===== src/reb_pkg.sv =====
package reb_pkg;

  localparam int DivDw = 33;
  localparam int DivVw = 25;

  localparam logic [1:0] REQ_REGION = 2'd0;
  localparam logic [1:0] REQ_ZONE   = 2'd1;
  localparam logic [1:0] REQ_PIXEL  = 2'd2;
  localparam logic [1:0] REQ_FINISH = 2'd3;

  localparam logic [1:0] ST_INVALID = 2'd0;
  localparam logic [1:0] ST_NO_MEAS = 2'd1;
  localparam logic [1:0] ST_IN_BAND = 2'd2;
  localparam logic [1:0] ST_UPDATED = 2'd3;

  localparam logic [2:0] CFG_FRAME_WIDTH  = 3'd0;
  localparam logic [2:0] CFG_FRAME_HEIGHT = 3'd1;
  localparam logic [2:0] CFG_TARGET_LUMA  = 3'd2;
  localparam logic [2:0] CFG_BIAS_MIN     = 3'd3;
  localparam logic [2:0] CFG_BIAS_MAX     = 3'd4;
  localparam logic [2:0] CFG_MIN_ZONES    = 3'd5;

  typedef struct packed {
    logic             start;
    logic [DivDw-1:0] dividend;
    logic [DivVw-1:0] divisor;
  } div_req_t;

  typedef struct packed {
    logic             done;
    logic [DivDw-1:0] quotient;
  } div_rsp_t;

endpackage


===== src/region_exposure_bias.sv =====
// Region, zone and pixel transactions are taken only while idle; the block stays ready for them.
// A finish transaction runs up to seven divisions one after another on the shared
// bit-serial divider plus a read state and an accumulate state per zone of the window,
// and the result then waits in an output register until it is taken.
// Reset is asynchronous and active low; it restores the register defaults and marks
// every zone entry as zero through per-entry valid flags.
module region_exposure_bias #(
  parameter int GRID_ROWS = 16,
  parameter int GRID_COLS = 16,
  parameter int MAX_FRAME = 4096,
  parameter int STAT_BITS = 12
) (
  input  logic        clk_i,
  input  logic        rst_ni,
  input  logic        cfg_valid_i,
  output logic        cfg_ready_o,
  input  logic [2:0]  cfg_index_i,
  input  logic [15:0] cfg_data_i,
  input  logic        in_valid_i,
  output logic        in_ready_o,
  input  logic [1:0]  req_type_i,
  input  logic [11:0] pos_x_i,
  input  logic [11:0] pos_y_i,
  input  logic [12:0] size_w_i,
  input  logic [12:0] size_h_i,
  input  logic [3:0]  zone_row_i,
  input  logic [3:0]  zone_col_i,
  input  logic [11:0] red_i,
  input  logic [11:0] green_r_i,
  input  logic [11:0] green_b_i,
  input  logic [11:0] blue_i,
  input  logic [7:0]  pixel_luma_i,
  output logic        out_valid_o,
  input  logic        out_ready_i,
  output logic [1:0]  status_o,
  output logic [9:0]  measured_luma_o,
  output logic [15:0] ev_bias_o
);

  localparam int Zones   = GRID_ROWS * GRID_COLS;
  localparam int Aw      = Zones > 1 ? $clog2(Zones) : 1;
  localparam int Rw      = $clog2(GRID_ROWS + 1);
  localparam int Cw      = $clog2(GRID_COLS + 1);
  localparam int CntW    = $clog2(Zones + 1);
  localparam int SumW    = STAT_BITS + CntW;
  localparam int StatMax = (1 << STAT_BITS) - 1;
  localparam logic [13:0] MaxFrameW = 14'(MAX_FRAME);
  localparam int GxShift = 13 + $clog2(GRID_COLS);
  localparam int GyShift = 13 + $clog2(GRID_ROWS);
  localparam int GxMul   = ((1 << GxShift) + GRID_COLS - 1) / GRID_COLS;
  localparam int GyMul   = ((1 << GyShift) + GRID_ROWS - 1) / GRID_ROWS;

  typedef enum logic [15:0] {
    S_IDLE   = 16'h0001,
    S_CHECK  = 16'h0002,
    S_GX     = 16'h0004,
    S_GY     = 16'h0008,
    S_R0     = 16'h0010,
    S_R1     = 16'h0020,
    S_C0     = 16'h0040,
    S_C1     = 16'h0080,
    S_WSTART = 16'h0100,
    S_WADDR  = 16'h0200,
    S_WACC   = 16'h0400,
    S_ZMEAN  = 16'h0800,
    S_PMEAN  = 16'h1000,
    S_DECIDE = 16'h2000,
    S_BIAS   = 16'h4000,
    S_DONE   = 16'h8000
  } state_e;

  state_e state_q, state_d;

  logic [12:0] fw_q, fh_q;
  logic [7:0]  tgt_q;
  logic [15:0] bmin_q, bmax_q;
  logic [8:0]  minz_q;

  logic [11:0] held_x_q, held_y_q;
  logic [12:0] held_w_q, held_h_q;
  logic [25:0] held_area_q;
  logic [32:0] pix_sum_q;
  logic [24:0] pix_cnt_q;

  logic [Zones-1:0] zone_valid_q;
  logic             rd_valid_q;

  logic [12:0]     gx_q, gy_q;
  logic [Rw-1:0]   r0_q, r1_q, r_q;
  logic [Cw-1:0]   c0_q, c1_q, c_q;
  logic [SumW-1:0] sum_q;
  logic [CntW-1:0] cnt_q;
  logic [9:0]      meas_q;
  logic [1:0]      status_q;
  logic [15:0]     bias_q;
  logic            div_pend_q;

  logic        out_valid_q;
  logic [1:0]  out_status_q;
  logic [9:0]  out_meas_q;
  logic [15:0] out_bias_q;

  logic in_acc, out_free;
  assign in_ready_o  = state_q == S_IDLE;
  assign in_acc      = in_valid_i && in_ready_o;
  assign cfg_ready_o = 1'b1;
  assign out_free    = !out_valid_q || out_ready_i;

  logic [12:0] fw_lim, fh_lim;
  assign fw_lim = ({1'b0, fw_q} > MaxFrameW) ? MaxFrameW[12:0] : fw_q;
  assign fh_lim = ({1'b0, fh_q} > MaxFrameW) ? MaxFrameW[12:0] : fh_q;

  logic [31:0] gx_prod, gy_prod, gx_quo, gy_quo;
  assign gx_prod = 32'(fw_lim) * 32'(GxMul);
  assign gy_prod = 32'(fh_lim) * 32'(GyMul);
  assign gx_quo  = gx_prod >> GxShift;
  assign gy_quo  = gy_prod >> GyShift;

  logic [13:0] x2, y2, px_end, py_end;
  logic [12:0] px, py;
  logic        region_bad;
  assign x2     = 14'(held_x_q) + 14'(held_w_q);
  assign y2     = 14'(held_y_q) + 14'(held_h_q);
  assign px     = 13'(held_x_q) + 13'(held_w_q[12:2]);
  assign py     = 13'(held_y_q) + 13'(held_h_q[12:2]);
  assign px_end = 14'(px) + 14'(held_w_q[12:1]);
  assign py_end = 14'(py) + 14'(held_h_q[12:1]);
  assign region_bad = (held_w_q == '0) || (held_h_q == '0) ||
                      ({1'b0, held_x_q} > fw_lim) || (x2 > {1'b0, fw_lim}) ||
                      ({1'b0, held_y_q} > fh_lim) || (y2 > {1'b0, fh_lim});

  logic [25:0] new_area;
  logic        pix_inside;
  assign new_area   = 26'(size_w_i) * 26'(size_h_i);
  assign pix_inside = (pos_x_i >= held_x_q) && ({2'b0, pos_x_i} < x2) &&
                      (pos_y_i >= held_y_q) && ({2'b0, pos_y_i} < y2) &&
                      (pix_cnt_q != '1);

  logic [11:0]          g_mean, m_max;
  logic [31:0]          m_sat;
  logic                 zone_in_grid, zone_we;
  logic [Aw-1:0]        zone_waddr, zone_raddr;
  logic [STAT_BITS-1:0] zone_wdata, zone_rdata;
  always_comb begin
    g_mean = 12'((13'(green_r_i) + 13'(green_b_i)) >> 1);
    m_max  = red_i;
    if (g_mean > m_max) begin
      m_max = g_mean;
    end
    if (blue_i > m_max) begin
      m_max = blue_i;
    end
    m_sat = (32'(m_max) > 32'(StatMax)) ? 32'(StatMax) : 32'(m_max);
  end
  assign zone_wdata   = m_sat[STAT_BITS-1:0];
  assign zone_in_grid = (32'(zone_row_i) < 32'(GRID_ROWS)) &&
                        (32'(zone_col_i) < 32'(GRID_COLS));
  assign zone_we      = in_acc && (req_type_i == reb_pkg::REQ_ZONE) && zone_in_grid;
  assign zone_waddr   = Aw'(32'(zone_row_i) * GRID_COLS + 32'(zone_col_i));
  assign zone_raddr   = Aw'(32'(r_q) * GRID_COLS + 32'(c_q));

  reb_ram #(
    .WIDTH (STAT_BITS),
    .DEPTH (Zones)
  ) u_zone_ram (
    .clk_i   (clk_i),
    .we_i    (zone_we),
    .waddr_i (zone_waddr),
    .wdata_i (zone_wdata),
    .raddr_i (zone_raddr),
    .rdata_o (zone_rdata)
  );

  reb_pkg::div_req_t div_req;
  reb_pkg::div_rsp_t div_rsp;
  logic              div_need;
  logic              zone_ok, pix_need, out_band;
  logic [32:0]       quo;
  logic [17:0]       bias_raw;
  logic [15:0]       bias_lim;

  assign quo      = div_rsp.quotient;
  assign zone_ok  = (32'(cnt_q) > 32'(minz_q)) && (cnt_q != '0);
  assign pix_need = (meas_q == '0) && (pix_cnt_q != '0);
  assign out_band = (11'(meas_q) >= 11'(tgt_q) + 11'd20) ||
                    (11'(meas_q) + 11'd10 <= 11'(tgt_q));
  assign bias_raw = quo[17:0];
  always_comb begin
    bias_lim = (bias_raw < {2'b0, bmin_q}) ? bmin_q : bias_raw[15:0];
    if (bias_raw > {2'b0, bmax_q} && bias_raw >= {2'b0, bmin_q}) begin
      bias_lim = bmax_q;
    end
    if (bmin_q > bmax_q && bias_lim > bmax_q) begin
      bias_lim = bmax_q;
    end
  end

  always_comb begin
    div_need         = 1'b0;
    div_req.dividend = '0;
    div_req.divisor  = '0;
    case (state_q)
      S_R0: begin
        div_need         = 1'b1;
        div_req.dividend = 33'(py);
        div_req.divisor  = 25'(gy_q);
      end
      S_R1: begin
        div_need         = 1'b1;
        div_req.dividend = 33'(py_end);
        div_req.divisor  = 25'(gy_q);
      end
      S_C0: begin
        div_need         = 1'b1;
        div_req.dividend = 33'(px);
        div_req.divisor  = 25'(gx_q);
      end
      S_C1: begin
        div_need         = 1'b1;
        div_req.dividend = 33'(px_end);
        div_req.divisor  = 25'(gx_q);
      end
      S_ZMEAN: begin
        div_need         = zone_ok;
        div_req.dividend = 33'(sum_q);
        div_req.divisor  = 25'(cnt_q);
      end
      S_PMEAN: begin
        div_need         = pix_need;
        div_req.dividend = pix_sum_q;
        div_req.divisor  = pix_cnt_q;
      end
      S_BIAS: begin
        div_need         = 1'b1;
        div_req.dividend = 33'({tgt_q, 10'b0});
        div_req.divisor  = 25'(meas_q);
      end
      default: begin
        div_need = 1'b0;
      end
    endcase
    div_req.start = div_need && !div_pend_q;
  end

  reb_div u_div (
    .clk_i  (clk_i),
    .rst_ni (rst_ni),
    .req_i  (div_req),
    .rsp_o  (div_rsp)
  );

  logic last_col, last_row;
  assign last_col = (c_q + Cw'(1)) == c1_q;
  assign last_row = (r_q + Rw'(1)) == r1_q;

  always_comb begin
    state_d = state_q;
    case (state_q)
      S_IDLE: begin
        if (in_acc && req_type_i == reb_pkg::REQ_FINISH) begin
          state_d = S_CHECK;
        end
      end
      S_CHECK:  state_d = region_bad ? S_DONE : S_GX;
      S_GX:     state_d = S_GY;
      S_GY:     state_d = S_R0;
      S_R0:     state_d = div_rsp.done ? S_R1 : S_R0;
      S_R1:     state_d = div_rsp.done ? S_C0 : S_R1;
      S_C0:     state_d = div_rsp.done ? S_C1 : S_C0;
      S_C1:     state_d = div_rsp.done ? S_WSTART : S_C1;
      S_WSTART: state_d = (r0_q < r1_q && c0_q < c1_q) ? S_WADDR : S_ZMEAN;
      S_WADDR:  state_d = S_WACC;
      S_WACC:   state_d = (last_col && last_row) ? S_ZMEAN : S_WADDR;
      S_ZMEAN: begin
        if (!zone_ok || div_rsp.done) begin
          state_d = S_PMEAN;
        end
      end
      S_PMEAN: begin
        if (!pix_need || div_rsp.done) begin
          state_d = S_DECIDE;
        end
      end
      S_DECIDE: begin
        if (meas_q == '0 || !out_band) begin
          state_d = S_DONE;
        end else begin
          state_d = S_BIAS;
        end
      end
      S_BIAS:   state_d = div_rsp.done ? S_DONE : S_BIAS;
      S_DONE:   state_d = out_free ? S_IDLE : S_DONE;
      default:  state_d = S_IDLE;
    endcase
  end

  always_ff @(posedge clk_i or negedge rst_ni) begin
    if (!rst_ni) begin
      state_q      <= S_IDLE;
      fw_q         <= 13'd1920;
      fh_q         <= 13'd1080;
      tgt_q        <= 8'd128;
      bmin_q       <= 16'd512;
      bmax_q       <= 16'd4096;
      minz_q       <= 9'd0;
      held_x_q     <= '0;
      held_y_q     <= '0;
      held_w_q     <= '0;
      held_h_q     <= '0;
      held_area_q  <= '0;
      pix_sum_q    <= '0;
      pix_cnt_q    <= '0;
      zone_valid_q <= '0;
      div_pend_q   <= 1'b0;
      out_valid_q  <= 1'b0;
    end else begin
      state_q <= state_d;
      if (cfg_valid_i && cfg_ready_o) begin
        case (cfg_index_i)
          reb_pkg::CFG_FRAME_WIDTH:  fw_q   <= cfg_data_i[12:0];
          reb_pkg::CFG_FRAME_HEIGHT: fh_q   <= cfg_data_i[12:0];
          reb_pkg::CFG_TARGET_LUMA:  tgt_q  <= cfg_data_i[7:0];
          reb_pkg::CFG_BIAS_MIN:     bmin_q <= cfg_data_i;
          reb_pkg::CFG_BIAS_MAX:     bmax_q <= cfg_data_i;
          reb_pkg::CFG_MIN_ZONES:    minz_q <= cfg_data_i[8:0];
          default: ;
        endcase
      end
      if (in_acc && req_type_i == reb_pkg::REQ_REGION && new_area > held_area_q) begin
        held_x_q    <= pos_x_i;
        held_y_q    <= pos_y_i;
        held_w_q    <= size_w_i;
        held_h_q    <= size_h_i;
        held_area_q <= new_area;
      end
      if (in_acc && req_type_i == reb_pkg::REQ_PIXEL && pix_inside) begin
        pix_sum_q <= pix_sum_q + 33'(pixel_luma_i);
        pix_cnt_q <= pix_cnt_q + 25'd1;
      end
      if (zone_we) begin
        zone_valid_q[zone_waddr] <= 1'b1;
      end
      if (div_req.start) begin
        div_pend_q <= 1'b1;
      end else if (div_rsp.done) begin
        div_pend_q <= 1'b0;
      end
      if (state_q == S_DONE && out_free) begin
        out_valid_q <= 1'b1;
      end else if (out_ready_i) begin
        out_valid_q <= 1'b0;
      end
      if (state_q == S_DONE && out_free) begin
        held_x_q    <= '0;
        held_y_q    <= '0;
        held_w_q    <= '0;
        held_h_q    <= '0;
        held_area_q <= '0;
        pix_sum_q   <= '0;
        pix_cnt_q   <= '0;
      end
    end
  end

  always_ff @(posedge clk_i) begin
    case (state_q)
      S_CHECK: begin
        sum_q    <= '0;
        cnt_q    <= '0;
        meas_q   <= '0;
        bias_q   <= '0;
        status_q <= reb_pkg::ST_INVALID;
      end
      S_GX: begin
        gx_q <= (gx_quo == '0) ? 13'd1 : gx_quo[12:0];
      end
      S_GY: begin
        gy_q <= (gy_quo == '0) ? 13'd1 : gy_quo[12:0];
      end
      S_R0: begin
        if (div_rsp.done) begin
          r0_q <= (quo > 33'(GRID_ROWS)) ? Rw'(GRID_ROWS) : quo[Rw-1:0];
        end
      end
      S_R1: begin
        if (div_rsp.done) begin
          r1_q <= (quo > 33'(GRID_ROWS)) ? Rw'(GRID_ROWS) : quo[Rw-1:0];
        end
      end
      S_C0: begin
        if (div_rsp.done) begin
          c0_q <= (quo > 33'(GRID_COLS)) ? Cw'(GRID_COLS) : quo[Cw-1:0];
        end
      end
      S_C1: begin
        if (div_rsp.done) begin
          c1_q <= (quo > 33'(GRID_COLS)) ? Cw'(GRID_COLS) : quo[Cw-1:0];
        end
      end
      S_WSTART: begin
        r_q <= r0_q;
        c_q <= c0_q;
      end
      S_WADDR: begin
        rd_valid_q <= zone_valid_q[zone_raddr];
      end
      S_WACC: begin
        if (rd_valid_q) begin
          sum_q <= sum_q + SumW'(zone_rdata);
        end
        cnt_q <= cnt_q + CntW'(1);
        if (last_col) begin
          c_q <= c0_q;
          r_q <= r_q + Rw'(1);
        end else begin
          c_q <= c_q + Cw'(1);
        end
      end
      S_ZMEAN: begin
        if (div_rsp.done) begin
          meas_q <= quo[11:2];
        end
      end
      S_PMEAN: begin
        if (div_rsp.done) begin
          meas_q <= quo[9:0];
        end
      end
      S_DECIDE: begin
        if (meas_q == '0) begin
          status_q <= reb_pkg::ST_NO_MEAS;
        end else if (!out_band) begin
          status_q <= reb_pkg::ST_IN_BAND;
        end
      end
      S_BIAS: begin
        if (div_rsp.done) begin
          bias_q   <= bias_lim;
          status_q <= reb_pkg::ST_UPDATED;
        end
      end
      S_DONE: begin
        if (out_free) begin
          out_status_q <= status_q;
          out_meas_q   <= meas_q;
          out_bias_q   <= bias_q;
        end
      end
      default: ;
    endcase
  end

  assign out_valid_o     = out_valid_q;
  assign status_o        = out_status_q;
  assign measured_luma_o = out_meas_q;
  assign ev_bias_o       = out_bias_q;

  a_done_requested: assert property (@(posedge clk_i) disable iff (!rst_ni)
    div_rsp.done |-> div_pend_q)
    else $error("divider finished without a pending request");

  a_acc_after_addr: assert property (@(posedge clk_i) disable iff (!rst_ni)
    (state_q == S_WACC) |-> ($past(state_q) == S_WADDR))
    else $error("zone accumulate without a preceding read");

  a_bias_divisor: assert property (@(posedge clk_i) disable iff (!rst_ni)
    (state_q == S_BIAS) |-> (meas_q != '0))
    else $error("bias division by a zero measure");

  a_walk_in_window: assert property (@(posedge clk_i) disable iff (!rst_ni)
    (state_q == S_WADDR) |-> (r_q < r1_q && c_q < c1_q))
    else $error("zone walk left the window");

endmodule


===== src/reb_ram.sv =====
module reb_ram #(
  parameter int WIDTH = 12,
  parameter int DEPTH = 256
) (
  input  logic                                   clk_i,
  input  logic                                   we_i,
  input  logic [(DEPTH > 1 ? $clog2(DEPTH) : 1)-1:0] waddr_i,
  input  logic [WIDTH-1:0]                       wdata_i,
  input  logic [(DEPTH > 1 ? $clog2(DEPTH) : 1)-1:0] raddr_i,
  output logic [WIDTH-1:0]                       rdata_o
);

  logic [WIDTH-1:0] mem_q [DEPTH];
  logic [WIDTH-1:0] rdata_q;

  always_ff @(posedge clk_i) begin
    if (we_i) begin
      mem_q[waddr_i] <= wdata_i;
    end
    rdata_q <= mem_q[raddr_i];
  end

  assign rdata_o = rdata_q;

endmodule


===== src/reb_div.sv =====
module reb_div (
  input  logic              clk_i,
  input  logic              rst_ni,
  input  reb_pkg::div_req_t req_i,
  output reb_pkg::div_rsp_t rsp_o
);

  localparam int Dw = reb_pkg::DivDw;
  localparam int Vw = reb_pkg::DivVw;

  logic          busy_q;
  logic          done_q;
  logic [5:0]    cnt_q;
  logic [Vw-1:0] rem_q;
  logic [Vw-1:0] dvs_q;
  logic [Dw-1:0] quo_q;
  logic [Vw:0]   shifted;
  logic          fits;

  assign shifted = {rem_q, quo_q[Dw-1]};
  assign fits    = shifted >= {1'b0, dvs_q};

  always_ff @(posedge clk_i or negedge rst_ni) begin
    if (!rst_ni) begin
      busy_q <= 1'b0;
      done_q <= 1'b0;
      cnt_q  <= '0;
    end else begin
      done_q <= 1'b0;
      if (req_i.start) begin
        busy_q <= 1'b1;
        cnt_q  <= 6'(Dw);
      end else if (busy_q) begin
        cnt_q <= cnt_q - 6'd1;
        if (cnt_q == 6'd1) begin
          busy_q <= 1'b0;
          done_q <= 1'b1;
        end
      end
    end
  end

  always_ff @(posedge clk_i) begin
    if (req_i.start) begin
      quo_q <= req_i.dividend;
      dvs_q <= req_i.divisor;
      rem_q <= '0;
    end else if (busy_q) begin
      if (fits) begin
        rem_q <= Vw'(shifted - {1'b0, dvs_q});
      end else begin
        rem_q <= shifted[Vw-1:0];
      end
      quo_q <= {quo_q[Dw-2:0], fits};
    end
  end

  assign rsp_o.done     = done_q;
  assign rsp_o.quotient = quo_q;

endmodule


===== config.mk =====
export PLATFORM = sky130hd
export DESIGN_NAME = region_exposure_bias
export DESIGN_NICKNAME = d
export VERILOG_FILES = /design/src/reb_pkg.sv /design/src/region_exposure_bias.sv /design/src/reb_ram.sv /design/src/reb_div.sv
export SDC_FILE = /design/constraint.sdc
export NUM_CORES = 2
export LEC_CHECK = 0
export BUFFER_PORTS_ARGS = -buffer_cell sky130_fd_sc_hd__buf_4
export CORE_MARGIN = 5
export CORE_UTILIZATION = 30
export CTS_BUF_LIST = sky130_fd_sc_hd__clkbuf_4 sky130_fd_sc_hd__clkbuf_8
export DETAILED_ROUTE_END_ITERATION = 10
export PLACE_DENSITY_LB_ADDON = 0.3
export SETUP_SLACK_MARGIN = 0.02
export SLEW_MARGIN = 20
export SYNTH_ARGS = -nofsm -noshare
export SYNTH_HDL_FRONTEND = slang
export SYNTH_HIERARCHICAL = 1
export SYNTH_SLANG_ARGS = --single-unit

===== constraint.sdc =====
create_clock -name clk_i -period 5.17 [get_ports clk_i]
set_input_delay 0.517 -clock clk_i [delete_from_list [all_inputs] [get_ports clk_i]]
set_output_delay 0.517 -clock clk_i [all_outputs]
set_load 0.05 [all_outputs]

==> PnR_summary.wiki <==
{| class="wikitable"
! Metric !! Value
|-
| Status || complete, but fails checks
|-
| Violated checks || negative setup slack
|-
| Delay of the slowest critical-path stage || 0.54 ns
|-
| Multi-input gate area in the final layout || 52800 sq um
|-
| Horizontal die dimension || 757 microns
|-
| Placement row count || 274
|-
| Clock period minus final worst setup slack || 5.94 ns
|-
| Global routing met3 resource utilization || 2.65%
|-
| Mean instance size in the synthesized netlist || 16.3 sq um
|-
| H-tree level count || 6
|-
| Static Leakage || 71.4 nW
|-
| Worst reg2reg setup slack || 0.11 ns
|-
| Avg WL per Cell || 25.4 microns
|-
| Top cell by count, worst path || sky130_fd_sc_hd__fa_1
|-
| Smallest hold slack || 0.139 ns
|-
| Via count of the first global-routing pass || 101000
|-
| Die area || 573000 sq um
|-
| Number of setup violations in the final report || 3144
|-
| Die span in y || 757 microns
|-
| Layout cell share with drive strength beyond 1 || 27.7%
|-
| Final weighted congestion in routability-driven placement || 0.854
|-
| First-pass GRT wire length || 721 mm
|-
| Core Box Area || 556000 sq um
|-
| Total number of vias || 99400
|-
| Total GRT Usage || 17.0%
|-
| Worst-path cell with the longest stage delay || sky130_fd_sc_hd__fa_1
|-
| Class of the worst hold path || in2reg
|-
| Final Core Density || 36.1%
|-
| Maximum number of pins on one net before global-route repair || 134
|-
| Finished layout cell area || 201000 sq um
|-
| Routing usage on met2 || 28.1%
|-
| CP Data Required Time || 6.25 ns
|-
| Clk_skew || 0.153 ns
|-
| Number of antenna-violating nets in the routed design || 0
|-
| Number of buffers inserted by port buffering || 169
|-
| DRC violation total after the first TritonRoute iteration || 9244
|-
| Number of top-level pins || 171
|-
| Flip-flop and latch count after synthesis || 3793
|-
| Async set-reset flop share out of synthesis || 12.9%
|-
| Effective utilization at floorplan || 30.1%
|-
| Total DRC errors in the routed layout || 0
|-
| Clock Root Buffer || sky130_fd_sc_hd__clkbuf_8
|-
| Remaining global-route overflow || 0
|-
| Max FO, Critical Path || 6
|-
| Pre-CTS setup slack || -2.44 ns
|-
| Total power density per cell area || 426 nW/um^2
|-
| Worst Path Arrival || 7.02 ns
|-
| Detailed Place HPWL || 329 mm
|-
| Sequential fraction of the synthesis area || 66.4%
|-
| Clock tree from TritonCTS || built
|-
| Worst-margin pin slew || 1.20 ns
|-
| Number of buffers on the longest clock path || 4
|-
| Post-synthesis instance area || 167000 sq um
|-
| Number of standard cells after synthesis || 10300
|-
| RSZ-0062 raised after global routing || yes
|-
| Peak supply drop || 0.000539 V
|-
| Placed cell count || 18300
|-
| Routed vias/inst || 5.04
|-
| Most common library cell in the layout ignoring fill and taps || sky130_fd_sc_hd__edfxtp_1
|-
| Slew Viols, Final || 0
|-
| Final setup margin || -0.770 ns
|-
| Net count after synthesis || 11000
|-
| Share of the clock period used by the worst path after layout || 115%
|-
| # fillers || 52500
|-
| TritonCTS Buffers || 629
|-
| Number of clock sinks || 3793
|-
| Clock insertion delay at the later pin of the skew report || 1.29 ns
|-
| Global routing met1 resource utilization || 22.9%
|-
| CTS clock-pin slew for the worst setup and hold paths || 0.06 ns
|-
| Final Hold Vio Count || 0
|-
| Max-Slew Margin vs Limit || 19.9%
|-
| Iteration count of the initial detailed-routing pass || 8
|-
| Area after DPL || 184000 sq um
|-
| Library cells used by synthesis || 111
|-
| WL final || 500 mm
|-
| Category of the worst setup path launch point || input port
|-
| Max Fclk || 168 MHz
|-
| Total Nets Final || 12500
|-
| Most used flip-flop cell after synthesis || sky130_fd_sc_hd__edfxtp_1
|-
| Crit. End Element || flop
|-
| Kind of critical path || in2reg
|-
| Final Instance Count excl. Fillers || 19700
|-
| Layout overhead on the synthesized area || 20.0%
|-
| Register area || 111000 sq um
|-
| Max-cap check violation count || 0
|-
| Commonest cells after routing, fill and taps aside || sky130_fd_sc_hd__edfxtp_1, sky130_fd_sc_hd__buf_4, sky130_fd_sc_hd__mux4_2
|-
| Number of enable flip-flop cells after synthesis || 3265
|-
| Busiest layer in global routing || met2
|-
| Number of warnings printed during yosys synthesis || 6
|-
| Number of antenna violations at the first check in global routing || 19
|}
## through the flow
stage / power, mW / TNS [ns]
final: 85.6 / -1188.05
after CTS: 85.9 / -65.85
after global placement: 57.6 / -4010.80
after detailed placement: 57.7 / -4122.46
after floorplan: 49.6 / -9840.95
after global routing: 90.2 / -1428.26
## worst max-delay path: cells and delay by family
family                   cells  cell delay [ns]
adder cells (fa/ha/maj)      7             3.01
AND/OR/NAND/NOR              7             1.44
AO/OA/AOI/OAI                7             1.17
buffers and inverters        7             0.70
XOR/XNOR                     1             0.16
## registers in the layout, indices dropped and copies added (netlist names), 21 cells and up
register and count:
u_zone_ram/mem_q 3072, zone_valid_q 256, pix_sum_q 33, u_div/quo_q 33, held_area_q 26, pix_cnt_q 25
u_div/dvs_q 25, u_div/rem_q 25, sum_q 21
## where the power goes
part	internal [mW]	switching, mW
clock	14.1	12.4
sequential	36.0	0.643
combinational	9.75	12.7
## cell families (layout without fill, tap and decap cells)
family | Yosys count | in the layout | share of synthesized area [%]
other cells | 1 | 25 | 0.00224
fa+ha+maj | 583 | 583 | 4.95
simple gates | 1909 | 1909 | 5.64
mux | 1136 | 1140 | 12.3
flops | 3793 | 3793 | 66.4
compound gates | 1684 | 1684 | 6.98
xor+xnor | 184 | 184 | 0.963
buf+inv | 975 | 2954 | 2.78
## metal layers
metal  vias to the layer above  wire [microns]
li1                      43400               -
met1                     51900          211000
met2                      3386          240000
met3                       732           31600
met4                         0           17300
met5                         -               0
## cells in the mapped netlist (all sizes together) (37+ instances only)
master / instances / area [sq um]
a211oi: 50 / 380
o31ai: 59 / 443
nand3: 157 / 791
xnor2: 132 / 1160
o221ai: 62 / 556
inv: 435 / 1630
nor2: 566 / 2140
o21ai: 187 / 936
mux2: 141 / 1590
and2: 134 / 838
o22ai: 91 / 569
nand2: 456 / 1710
nor3: 111 / 628
fa: 131 / 2620
nor4: 77 / 528
nand2b: 51 / 319
edfxtp: 3265 / 98000
clkbuf: 294 / 1100
o21bai: 84 / 668
dfrtp: 479 / 12000
buf: 244 / 1910
dfxtp: 37 / 741
or3: 41 / 257
xor2: 52 / 455
a22oi: 233 / 1750
mux2i: 275 / 2750
a21oi: 336 / 1690
nor2b: 101 / 632
mux4: 720 / 16200
ha: 452 / 5660
and3: 40 / 255
a21o: 305 / 2290
nand4: 74 / 469
o21a: 37 / 278
## worst paths after layout
path / start / to / depth (start not counted)
hold / removal: red_i[6] / u_zone_ram/mem_q[39][6] / 5
setup / recovery: size_h_i[1] / held_y_q[6] / 29
max in group asynchronous: rst_ni / bmax_q[15] / 4
hold reg to reg: bias_q[6] / ev_bias_o[6] / 0
min in group asynchronous: rst_ni / held_w_q[0] / 4
setup reg to reg: u_div/quo_q[4] / bias_q[2] / 21
## layout make-up
cell class,count,share of cell area [%]
Sequential cell,3793,55.3
Antenna cell,24,0.0299
Inverter,437,0.817
Tap cell,7452,4.64
Timing Repair Buffer,1406,6.76
Clock buffer,851,5.24
Multi-Input combinational cell,5501,26.3
Clock inverter,260,0.924
## timing repair
item | in CTS | in global routing
buffers inserted | 70 | 15
hold buffers | 159 | 0
endpoints found under the setup margin | 895 | 3177
endpoints found under the hold margin | 1442 | 0
pin swaps | 51 | 62
gates resized for setup | 111 | 126
gates cloned | 26 | 9
(Power assumes the default switching activity.)
